--- config.mk ---
export PLATFORM = sky130hd
export DESIGN_NAME = cscan_disk_schedule_order
export DESIGN_NICKNAME = d
export VERILOG_FILES = /design/src/rtl/cscan_pkg.sv /design/src/rtl/cscan_disk_schedule_order.sv /design/src/rtl/cscan_front.sv /design/src/rtl/cscan_queue.sv /design/src/rtl/cscan_back.sv
export SDC_FILE = /design/constraint.sdc
export NUM_CORES = 1
export LEC_CHECK = 0
export BUFFER_PORTS_ARGS = -buffer_cell sky130_fd_sc_hd__buf_4
export CELL_PAD_IN_SITES_DETAIL_PLACEMENT = 0
export CELL_PAD_IN_SITES_GLOBAL_PLACEMENT = 1
export CORE_MARGIN = 8
export CORE_UTILIZATION = 35
export CTS_CLUSTER_DIAMETER = 80
export DETAILED_ROUTE_END_ITERATION = 8
export PLACE_DENSITY = 0.62
export SLEW_MARGIN = 20
export SYNTH_ARGS = -nofsm -noshare
export SYNTH_HDL_FRONTEND = slang
export SYNTH_HIERARCHICAL = 1
export SYNTH_SLANG_ARGS = --single-unit
export TNS_END_PERCENT = 5
--- constraint.sdc ---
create_clock -name clk -period 12.88 [get_ports clk]
set_input_delay 3.864 -clock clk [delete_from_list [all_inputs] [get_ports clk]]
set_output_delay 3.864 -clock clk [all_outputs]
set_load 0.01 [all_outputs]
--- src/rtl/cscan_pkg.sv ---
// Shared types and constants for the C-SCAN disk schedule order block.
// No dependencies; imported by every module under rtl/.
package cscan_pkg;

  localparam int MAX_REQUESTS_DEF = 16;

  localparam int CYL_W  = 8;
  localparam int MOVE_W = 10;

  localparam logic [CYL_W-1:0]  CYL_LOW  = 8'd0;
  localparam logic [CYL_W-1:0]  CYL_HIGH = 8'd199;
  localparam logic [MOVE_W-1:0] MOVE_MAX = 10'd1023;

  // configuration register indexes
  localparam logic [7:0] CFG_HEAD_POSITION = 8'd0;
  localparam logic [7:0] CFG_SWEEP_UP      = 8'd1;

  // one request on its way from the front end to the sorter
  typedef struct packed {
    logic [CYL_W-1:0] cyl;   // already saturated
    logic             last;  // closes the batch
    logic             keep;  // fits in the store
  } req_t;

  typedef struct packed {
    logic [CYL_W-1:0] head;  // saturated head cylinder
    logic             sweep_up;
  } cfg_t;

  function automatic logic [CYL_W-1:0] sat_cyl(input logic [CYL_W-1:0] v);
    sat_cyl = (v > CYL_HIGH) ? CYL_HIGH : v;
  endfunction

endpackage

--- src/rtl/cscan_disk_schedule_order.sv ---
// C-SCAN disk schedule order generator, top level with configuration registers.
// Depends on cscan_pkg, cscan_front, cscan_queue and cscan_back.
//
// Usage:
//   Requests arrive on the s_* stream, one cylinder per transaction; s_tlast
//   closes the batch. Up to MAX_REQUESTS requests are kept per batch, later
//   ones are dropped (their tlast still closes the batch). Values above 199
//   are clamped to 199. After the closing transaction the block sorts in the
//   end cylinders and the head, then emits the circular-scan order on m_*,
//   stored + 3 transactions, m_tlast on the final one, which also carries the
//   total head movement (clamped to 1023; zero on the others).
//   Throughput: one request per cycle through a two-entry queue while the queue
//   is not full; the sorter inserts one value per cycle. The closing request is
//   followed by the insertions of the low end, the high end and the head, then
//   one result per cycle while m_tready stays high.
//   Requests of the next batch are taken into the queue while results drain.
//   A stalled receiver holds the output register; the emitter waits.
//   Configuration: cfg_index 0 is head_position, 1 is sweep_up; always ready.
//   The user must write it only while the block is idle; the block does not enforce it.
//   Reset clears the queue and counts and sets head 0, sweep upward.
module cscan_disk_schedule_order #(
  parameter int MAX_REQUESTS = cscan_pkg::MAX_REQUESTS_DEF
) (
  input  logic        clk,
  input  logic        rst,
  input  logic        s_tvalid,
  output logic        s_tready,
  input  logic [7:0]  s_tdata,    // [7:0] request_cylinder
  input  logic        s_tlast,    // batch_last
  output logic        m_tvalid,
  input  logic        m_tready,
  output logic [23:0] m_tdata,    // [7:0] service_cylinder, [17:8] total_movement
  output logic        m_tlast,    // order_last
  input  logic        cfg_valid,
  output logic        cfg_ready,
  input  logic [7:0]  cfg_index,
  input  logic [7:0]  cfg_data
);
  import cscan_pkg::*;

  logic [CYL_W-1:0] head_position;
  logic             sweep_up;
  cfg_t             cfg;
  req_t             push_data;
  req_t             pop_data;
  logic             push;
  logic             pop;
  logic             q_full;
  logic             q_empty;

  assign cfg_ready    = 1'b1;
  assign cfg.head     = sat_cyl(head_position);
  assign cfg.sweep_up = sweep_up;

  always_ff @(posedge clk) begin
    if (rst) begin
      head_position <= '0;
      sweep_up      <= 1'b1;
    end else if (cfg_valid && cfg_ready) begin
      case (cfg_index)
        CFG_HEAD_POSITION: head_position <= cfg_data;
        CFG_SWEEP_UP:      sweep_up      <= cfg_data[0];
        default:           ;
      endcase
    end
  end

  cscan_front #(.MAX_REQUESTS(MAX_REQUESTS)) u_front (
    .clk       (clk),
    .rst       (rst),
    .s_tvalid  (s_tvalid),
    .s_tready  (s_tready),
    .s_tdata   (s_tdata),
    .s_tlast   (s_tlast),
    .q_full    (q_full),
    .push      (push),
    .push_data (push_data)
  );

  cscan_queue u_queue (
    .clk       (clk),
    .rst       (rst),
    .push      (push),
    .push_data (push_data),
    .full      (q_full),
    .pop       (pop),
    .pop_data  (pop_data),
    .empty     (q_empty)
  );

  cscan_back #(.MAX_REQUESTS(MAX_REQUESTS)) u_back (
    .clk      (clk),
    .rst      (rst),
    .cfg      (cfg),
    .q_empty  (q_empty),
    .q_data   (pop_data),
    .pop      (pop),
    .m_tvalid (m_tvalid),
    .m_tready (m_tready),
    .m_tdata  (m_tdata),
    .m_tlast  (m_tlast)
  );

endmodule

--- src/rtl/cscan_front.sv ---
// Front end: takes request transactions, saturates them and decides whether
// each one still fits in the batch. Depends on cscan_pkg.
module cscan_front #(
  parameter int MAX_REQUESTS = cscan_pkg::MAX_REQUESTS_DEF
) (
  input  logic                          clk,
  input  logic                          rst,
  input  logic                          s_tvalid,
  output logic                          s_tready,
  input  logic [7:0]                    s_tdata,   // [7:0] request_cylinder
  input  logic                          s_tlast,   // batch_last
  input  logic                          q_full,
  output logic                          push,
  output cscan_pkg::req_t               push_data
);
  import cscan_pkg::*;

  localparam int CNT_W = $clog2(MAX_REQUESTS + 1);

  logic [CNT_W-1:0] count;
  logic             keep;

  assign s_tready = !q_full;
  assign push     = s_tvalid && s_tready;
  assign keep     = count < CNT_W'(MAX_REQUESTS);

  assign push_data.cyl  = sat_cyl(s_tdata);
  assign push_data.last = s_tlast;
  assign push_data.keep = keep;

  always_ff @(posedge clk) begin
    if (rst) begin
      count <= '0;
    end else if (push) begin
      if (s_tlast) begin
        count <= '0;
      end else if (keep) begin
        count <= count + 1'b1;
      end
    end
  end

endmodule

--- src/rtl/cscan_queue.sv ---
// Two-entry queue between the front end and the sorter.
// Depends on cscan_pkg for the entry type.
module cscan_queue (
  input  logic            clk,
  input  logic            rst,
  input  logic            push,
  input  cscan_pkg::req_t push_data,
  output logic            full,
  input  logic            pop,
  output cscan_pkg::req_t pop_data,
  output logic            empty
);
  import cscan_pkg::*;

  req_t       slots [2];
  logic       wr_ptr;
  logic       rd_ptr;
  logic [1:0] fill;

  assign full     = fill == 2'd2;
  assign empty    = fill == 2'd0;
  assign pop_data = slots[rd_ptr];

  always_ff @(posedge clk) begin
    if (push) begin
      slots[wr_ptr] <= push_data;
    end
  end

  always_ff @(posedge clk) begin
    if (rst) begin
      wr_ptr <= 1'b0;
      rd_ptr <= 1'b0;
      fill   <= 2'd0;
    end else begin
      if (push) wr_ptr <= ~wr_ptr;
      if (pop)  rd_ptr <= ~rd_ptr;
      case ({push, pop})
        2'b10:   fill <= fill + 2'd1;
        2'b01:   fill <= fill - 2'd1;
        default: fill <= fill;
      endcase
    end
  end

endmodule

--- src/rtl/cscan_back.sv ---
// Back end: insertion-sorted cell row, end/head insertion and the circular
// emitter with movement sum and output register. Depends on cscan_pkg.
module cscan_back #(
  parameter int MAX_REQUESTS = cscan_pkg::MAX_REQUESTS_DEF
) (
  input  logic             clk,
  input  logic             rst,
  input  cscan_pkg::cfg_t  cfg,
  input  logic             q_empty,
  input  cscan_pkg::req_t  q_data,
  output logic             pop,
  output logic             m_tvalid,
  input  logic             m_tready,
  output logic [23:0]      m_tdata,   // [7:0] service_cylinder, [17:8] total_movement
  output logic             m_tlast    // order_last
);
  import cscan_pkg::*;

  localparam int CAP   = MAX_REQUESTS + 3;
  localparam int IDX_W = $clog2(CAP);
  localparam int LEN_W = $clog2(CAP + 1);

  localparam logic [2:0] ST_LOAD     = 3'd0;
  localparam logic [2:0] ST_INS_LOW  = 3'd1;
  localparam logic [2:0] ST_INS_HIGH = 3'd2;
  localparam logic [2:0] ST_INS_HEAD = 3'd3;
  localparam logic [2:0] ST_EMIT     = 3'd4;

  logic [2:0]        state;
  logic [CYL_W-1:0]  cells [CAP];
  logic [LEN_W-1:0]  len;
  logic [IDX_W-1:0]  ptr;
  logic [LEN_W-1:0]  remaining;
  logic [CYL_W-1:0]  prev;
  logic [MOVE_W-1:0] sum;

  logic [CYL_W-1:0]  ins_val;
  logic              ins_strict;
  logic              do_ins;
  logic [CAP-1:0]    moves;
  logic [CAP-1:0]    slot_hot;
  logic [IDX_W-1:0]  ins_pos;
  logic              out_free;
  logic              emit;
  logic [CYL_W-1:0]  cur;
  logic [CYL_W-1:0]  step;
  logic [MOVE_W:0]   sum_wide;
  logic [MOVE_W-1:0] sum_next;
  logic              is_last;
  logic [IDX_W-1:0]  ptr_next;

  assign pop      = (state == ST_LOAD) && !q_empty;
  assign out_free = !m_tvalid || m_tready;
  assign emit     = (state == ST_EMIT) && out_free;

  always_comb begin
    ins_val    = q_data.cyl;
    ins_strict = 1'b0;
    do_ins     = 1'b0;
    case (state)
      ST_LOAD:     do_ins = pop && q_data.keep;
      ST_INS_LOW:  begin ins_val = CYL_LOW;  do_ins = 1'b1; end
      ST_INS_HIGH: begin ins_val = CYL_HIGH; do_ins = 1'b1; end
      ST_INS_HEAD: begin
        // head goes ahead of equal entries on an upward sweep, after them downward
        ins_val    = cfg.head;
        ins_strict = cfg.sweep_up;
        do_ins     = 1'b1;
      end
      default:     do_ins = 1'b0;
    endcase
  end

  // thermometer of cells that move one place right; empty cells count as larger
  always_comb begin
    for (int i = 0; i < CAP; i++) begin
      moves[i] = (LEN_W'(i) >= len) ||
                 (ins_strict ? (cells[i] >= ins_val) : (cells[i] > ins_val));
    end
    for (int i = 0; i < CAP; i++) begin
      slot_hot[i] = moves[i] && ((i == 0) || !moves[(i == 0) ? 0 : i - 1]);
    end
    ins_pos = '0;
    for (int i = 0; i < CAP; i++) begin
      ins_pos = ins_pos | (slot_hot[i] ? IDX_W'(i) : '0);
    end
  end

  always_ff @(posedge clk) begin
    if (do_ins) begin
      for (int i = 0; i < CAP; i++) begin
        if (moves[i]) begin
          cells[i] <= slot_hot[i] ? ins_val : cells[(i == 0) ? 0 : i - 1];
        end
      end
    end
  end

  // emitter datapath
  always_comb begin
    cur      = cells[ptr];
    step     = (cur > prev) ? cur - prev : prev - cur;
    sum_wide = {1'b0, sum} + {{(MOVE_W + 1 - CYL_W){1'b0}}, step};
    sum_next = sum_wide[MOVE_W] ? MOVE_MAX : sum_wide[MOVE_W-1:0];
    is_last  = remaining == LEN_W'(1);
    if (cfg.sweep_up) begin
      ptr_next = (LEN_W'(ptr) == len - 1'b1) ? '0 : ptr + 1'b1;
    end else begin
      ptr_next = (ptr == '0) ? IDX_W'(len - 1'b1) : ptr - 1'b1;
    end
  end

  always_ff @(posedge clk) begin
    if (rst) begin
      state     <= ST_LOAD;
      len       <= '0;
      ptr       <= '0;
      remaining <= '0;
      m_tvalid  <= 1'b0;
    end else begin
      if (emit) begin
        m_tvalid <= 1'b1;
      end else if (m_tready) begin
        m_tvalid <= 1'b0;
      end
      if (do_ins) len <= len + 1'b1;
      case (state)
        ST_LOAD: begin
          if (pop && q_data.last) state <= ST_INS_LOW;
        end
        ST_INS_LOW:  state <= ST_INS_HIGH;
        ST_INS_HIGH: state <= ST_INS_HEAD;
        ST_INS_HEAD: begin
          ptr       <= ins_pos;
          remaining <= len + 1'b1;
          state     <= ST_EMIT;
        end
        ST_EMIT: begin
          if (emit) begin
            ptr       <= ptr_next;
            remaining <= remaining - 1'b1;
            if (is_last) begin
              len   <= '0;
              state <= ST_LOAD;
            end
          end
        end
        default: state <= ST_LOAD;
      endcase
    end
  end

  always_ff @(posedge clk) begin
    if (state == ST_INS_HEAD) begin
      prev <= cfg.head;
      sum  <= '0;
    end else if (emit) begin
      prev    <= cur;
      sum     <= sum_next;
      m_tdata <= {6'd0, (is_last ? sum_next : {MOVE_W{1'b0}}), cur};
      m_tlast <= is_last;
    end
  end

endmodule

==> results of run 1 <==
## logic make-up (layout without fill, tap and decap cells)
family / after synthesis / count (layout)
xor+xnor: 55 / 55
compound gates: 406 / 406
fa+ha+maj: 166 / 166
other cells: 2 / 7
buf+inv: 203 / 244
simple gates: 434 / 434
flops: 252 / 252
mux: 140 / 140
## cells in the mapped netlist, types with 29 or more instances
master	number
mux2i_1	29
dfxtp_1	53
edfxtp_1	199
inv_1	104
nor2_1	104
a21oi_1	116
nand2b_1	42
mux2_2	64
o21ai_0	111
xnor2_1	49
nand2_1	122
mux4_2	40
ha_1	148
clkbuf_1	48
## routing by layer
layer / up-vias / track usage [%]
li1: 6226 / -
met1: 6467 / 25.1
met2: 372 / 31.6
met3: 85 / 2.95
met4: 0 / 6.22
met5: - / 0
## final cells by class
cell class,instances,share of cell area (%)
Clock buffer,37,4.54
Clock inverter,24,1.86
Inverter,108,2.08
Multi-Input combinational cell,1208,48.2
Sequential cell,252,36.2
Tap cell,664,4.27
Timing Repair Buffer,75,2.89
## per-stage QoR
stage / hold WS (ns) / area [um^2] / utilization, %
2_1_floorplan: 0.444 / 17300 / -
3_3_place_gp: 0.458 / 18200 / 37.3
3_5_place_dp: 0.463 / 18200 / 37.3
4_1_cts: 0.470 / 19500 / 39.8
5_1_grt: 0.503 / 19500 / 39.8
6_report: 0.470 / 19500 / 39.8
## power groups by stage
| stage | clock network [W] | logic [W] | registers (W) |
|---|---|---|---|
| 2_1_floorplan | 0 | 0.00216 | 0.00160 |
| 3_3_place_gp | 0 | 0.00285 | 0.00190 |
| 3_5_place_dp | 0 | 0.00292 | 0.00188 |
| 4_1_cts | 0.00107 | 0.00294 | 0.00187 |
| 5_1_grt | 0.00110 | 0.00328 | 0.00190 |
| 6_report | 0.00105 | 0.00293 | 0.00187 |
## cell usage in the layout, fill, tap and decap left out, drive strengths merged, types with 16 or more instances in the layout
master / Yosys / routed
a221oi: 16 / 16
dfxtp: 53 / 53
nand3: 24 / 24
ha: 148 / 148
nand2: 124 / 124
buf: 46 / 75
nor2: 107 / 107
a21oi: 116 / 116
mux2i: 29 / 29
mux2: 71 / 71
mux4: 40 / 40
nand2b: 43 / 43
and2: 20 / 20
nor2b: 23 / 23
clkbuf: 49 / 37
a31oi: 29 / 29
nor3: 19 / 19
a21o: 26 / 26
inv: 106 / 107
o21ai: 121 / 121
xnor2: 49 / 49
edfxtp: 199 / 199
## how the worst max path moves through the flow
stage                     depth (start not counted)                 end      start  slack (ns)
after floorplan                                  26   u_back/m_tdata[8]  flip-flop        6.42
after global placement                           24   u_back/m_tdata[8]  flip-flop        5.35
after detailed placement                         24  u_back/m_tdata[12]  flip-flop        5.22
after CTS                                        24  u_back/m_tdata[12]  flip-flop        5.21
after global routing                             25  u_back/m_tdata[12]  flip-flop        4.98
final                                            25  u_back/m_tdata[12]  flip-flop        5.60
## state kept, by name, indices dropped and copies added (netlist names), 2 cells and up, named ones only
| name | flops |
|---|---|
| head_position | 8 |
| u_queue/slots | 20 |
| u_back/state | 3 |
| u_back/len | 5 |
| u_back/cells | 152 |
| u_front/count | 5 |
| u_back/ptr | 5 |
| u_back/sum | 10 |
| u_back/prev | 8 |
| u_back/m_tdata | 18 |
| u_back/remaining | 5 |
| u_queue/fill | 2 |
## critical path, delay by kind of cell, from the launching register on
family	cells	cell delay [ns]
multiplexers	4	1.63
buffers and inverters	4	0.99
flip-flops	1	0.31
adder cells (fa/ha/maj)	3	0.84
XOR/XNOR	1	0.17
AO/OA/AOI/OAI	12	2.52
AND/OR/NAND/NOR	1	0.50
==> metrics, run 1 <==
outcome=finished clean; FMAX=0.137 GHz; Rows=81; Starting Density=35.3%; Critical Path Fanout Max=40; library cells used by synthesis=92; required time of the critical path=13.16 ns; HPWL after DPL=39300 um; multi-input logic area=9380 um^2; Power, Total=0.00585 W; Setup TNS Final=0 ns; n_diodes=0; R2R cell count=25; first-pass GRT wire length=82800 um; Nets=1860; flop2flop setup slack=5.60 ns; Flop pwr share=roughly a third; CTS resizes=0; critical path endpoint category=flip-flop; Least-Margin Pin Slew=roughly 1.0 ns; initial antenna violation count=0; setup ws final=5.60 ns; Clock Latency Late Sink=0.55 ns; IO Pins=58; switching share of power=about 45%; most used cell along the critical path=a21oi_1; leading area contributor after synthesis=edfxtp_1; Peak VDD IR=~0.11 mV; Worst R2R End=u_back/m_tdata[12]; # DRC=0; Post-Synth XOR/XNOR Area=2.79%; Post CTS Setup Buffer Count=0; Yosys top cell area share=34.6%; CTS Hold Bufs=0; wire length on met3=2870 um; share of layout cells above drive strength 1=15.8%; Area contributors post-synth=edfxtp_1, ha_1, dfxtp_1; Clock Sinks=252; Max-Slew Margin vs Limit=31.0%; die area=56700 um^2; pre-CTS setup slack=5.22 ns; Adder-Cell Fraction of Synth Area=a little under an eighth; Routed met2 length=26000 um; number of global-route vias before repair=12900; cell count after placement=2306; Worst Hold Class=reg -> reg; compound-gate portion of the synthesized area=14.9%; hold endpoint=u_back/remaining[4]; Routed Wire Length=54700 um; final setup fails=0; largest net degree at the start of global routing=49; Clk pwr share=between 10% and 20%; drt wl/cell=approximately 23 um; clock skew=0.0286 ns; CTS Buffer Depth=3; max-slew violation count=0; Post-Syn Instances=1658; htree depth=2; hold path depth=2; pwr dens=301 nW/um^2; All-Layer GR Usage=approximately a fifth; RSZ-0062 raised after global routing=false; fill count=4662; Root Buffer Master=clkbuf_16; Routability Congestion=0.893; Setup CP Type=reg -> reg; Worst path max stage delay=0.62 ns; drt via density=5.55; drt first-iter violations=1028; startpoint types=flip-flop; CTS tree=yes; Slowest-stage cell, CP=mux4_2; Combinational Power Share=50.1%; YS warnings=6; CTS clock-pin slew for the worst setup and hold paths=0.06 ns; Max-cap violations=0; Internal=between 0.003 and 0.004 W; Synth async-reset ratio=0%; Post-synth EDFFs=about 200; Cell Count, Final, Fillers Out=2368; Period minus WS final=7.28 ns; Num CTS Buffers=34; top_reg_cell synth=edfxtp_1; crit share post-route=56.5%; mapped cell area=17300 um^2; Switch Pwr=0.00261 W; static leakage=roughly 7.5 nW; Routed Antenna Nets=0; met1 WL=around 24000 um; Core Region=48800 um^2; GRT overflow=0; die width=between 200 and 250 um; HP Start=u_back/remaining[4]; via count=between 10000 and 15000; post-synthesis mux area share=11.5%; area grow syn2layout=12.8%; uppermost layer routed=met4; Port Buffers=50; Seq cells post-synth=252; mean post-synth cell area=10.4 um^2; final hold vios=0; register area share after synthesis=40.8%; main combinational cell family by area after synthesis=compound AO/OA/AOI/OAI gates; Reg area=7040 um^2; Synth Area in Simple Gates=12.9%; Die H=238 um; DR pass1 iterations=5; CP arrival=7.56 ns
No activity file was read; power rests on OpenSTA's default activity.
==> run 2: changes to the inputs <==
- PLACE_DENSITY: 0.62 -> 0.64
- clock period: 12.88 -> 6.6 ns (I/O delays scaled with it)
==> run 2 against run 1 <==
Global-route usage increased by 0.11 points. Critical endpoint is now u_back/m_tdata[11]. Clock-buffer cell count decreased by 4. Critical path type unchanged. Largest cell class unchanged. Sequential power increased by 95%.
==> metrics, run 2 (same netlist as run 1, synthesis figures left out) <==
outcome=finished clean; CTS Buffer Depth=3; Reg area=7040 um^2; FMAX=around 0.16 GHz; Routed Wire Length=54900 um; drt wl/cell=23.0 um; crit share post-route=93.2%; All-Layer GR Usage=19.1%; DR pass1 iterations=6; Peak VDD IR=~0.21 mV; Setup CP Type=reg -> reg; static leakage=7.53 nW; max-slew violation count=0; CP arrival=6.47 ns; Clock Latency Late Sink=0.59 ns; area grow syn2layout=13.2%; fin util=40.0%; drt via density=5.60; max reg flops=around 150; most used cell along the critical path=a21oi_1; Routed Antenna Nets=0; crit path cell chain=buf_4 -> mux4_2 -> mux4_2 -> mux2_2 -> ha_1 -> a21o_1 -> a21oi_1 -> o21ai_0 -> nand2_1 -> buf_4 -> a221o_1 -> a221oi_1 -> xnor2_1 -> ha_1 -> o21ai_0 -> a21oi_1 -> o21ai_0 -> a21oi_1 -> o21a_1 -> o211ai_1 -> buf_4 -> a21oi_1; htree depth=1; Max-cap violations=0; largest net degree at the start of global routing=45; Clock Sinks=252; Period minus WS final=roughly 6 ns; required time of the critical path=just under 7 ns; Port Buffers=50; RSZ-0062 raised after global routing=false; drt first-iter violations=1073; HP Start=head_position[1]; die area=56700 um^2; final setup fails=0; n_diodes=0; fill count=4827; Worst path max stage delay=~0.53 ns; Nets=between 1500 and 2000; Top reg by flops=u_back/cells; Routability Congestion=around 0.94; startpoint types=flip-flop; via count=approximately 13000; critical path endpoint category=flip-flop; CTS tree=yes; clock skew=0.0113 ns; Worst Hold Class=reg -> reg; Starting Density=35.3%; pwr dens=577 nW/um^2; final hold vios=0; commonest non-fill, non-tap cell in the layout=edfxtp_1; IO Pins=58; Die H=between 200 and 250 um; Top Registers=u_back/cells (152), u_queue/slots (20), u_back/m_tdata (18); CTS clock-pin slew for the worst setup and hold paths=0.06 ns; # DRC=0; Rows=81; cell count after placement=2322; share of layout cells above drive strength 1=16.9%; multi-input logic area=approximately 9400 um^2; Max-Slew Margin vs Limit=27.7%; Num CTS Buffers=31; most frequent cells in the layout=edfxtp_1, ha_1, nand2_1; GRT overflow=0; Core Region=48800 um^2; Root Buffer Master=clkbuf_16; die width=~240 um; Cell Count, Final, Fillers Out=2388; Power, Total=0.0113 W; Critical Path Fanout Max=16; Least-Margin Pin Slew=1.08 ns; Slowest-stage cell, CP=mux4_2; first-pass GRT wire length=83600 um; number of global-route vias before repair=13000; Setup TNS Final=0 ns; initial antenna violation count=1; HPWL after DPL=~40000 um
[run 2: worst max-delay path: cells and delay by family (launching register included)]
family	cells	cell delay, ns
mux	3	1.38
xor+xnor	1	0.18
flops	1	0.45
compound gates	12	2.35
simple gates	1	0.14
buf+inv	3	0.62
fa+ha+maj	2	0.73
[run 2: final cells by class]
| type | count | area share (%) |
|---|---|---|
| inverter | 108 | 2.08 |
| timing repair buffer | 98 | 3.96 |
| sequential | 252 | 36.1 |
| clock inverter | 25 | 1.60 |
| multi-input combinational | 1208 | 48.0 |
| tap | 664 | 4.26 |
| clock buffer | 33 | 4.01 |
[run 2: worst paths after layout]
path	cells past startpoint	slack, ns	to
worst max-delay path	22	0.45	u_back/m_tdata[11]
worst min-delay path	2	0.47	head_position[1]
worst min register to register	2	0.47	head_position[1]
worst max register to register	22	0.45	u_back/m_tdata[11]
[run 2: power breakdown]
part / switching [W] / leakage [nW] / internal [W]
combinational: 0.00349 / 4.66 / 0.00230
sequential: 0.000837 / 2.34 / 0.00280
clock: 0.000740 / 0.529 / 0.00110
total: 0.00507 / 7.53 / 0.00620
[run 2: per-stage QoR]
step	hold slack [ns]	area, um^2	setup WS (ns)
after floorplan	0.444	17300	0.136
after global placement	0.460	18400	0.303
after detailed placement	0.458	18400	0.229
after CTS	0.474	19500	0.190
after global routing	0.492	19500	0.110
final	0.473	19500	0.448
[run 2: timing repair]
item / in CTS / in global routing
buffers inserted: 0 / 8
gates resized for setup: 0 / 2
setup endpoints to repair: 0 / 16
hold buffers: 0 / 0
[run 2: layer usage]
layer / global-route usage (%) / wire, um / up-vias
met5: 0 / 0 / -
met4: 7.22 / 2000 / 0
met3: 2.42 / 3720 / 97
met2: 30.8 / 25300 / 451
met1: 26.0 / 23900 / 6574
li1: - / - / 6254
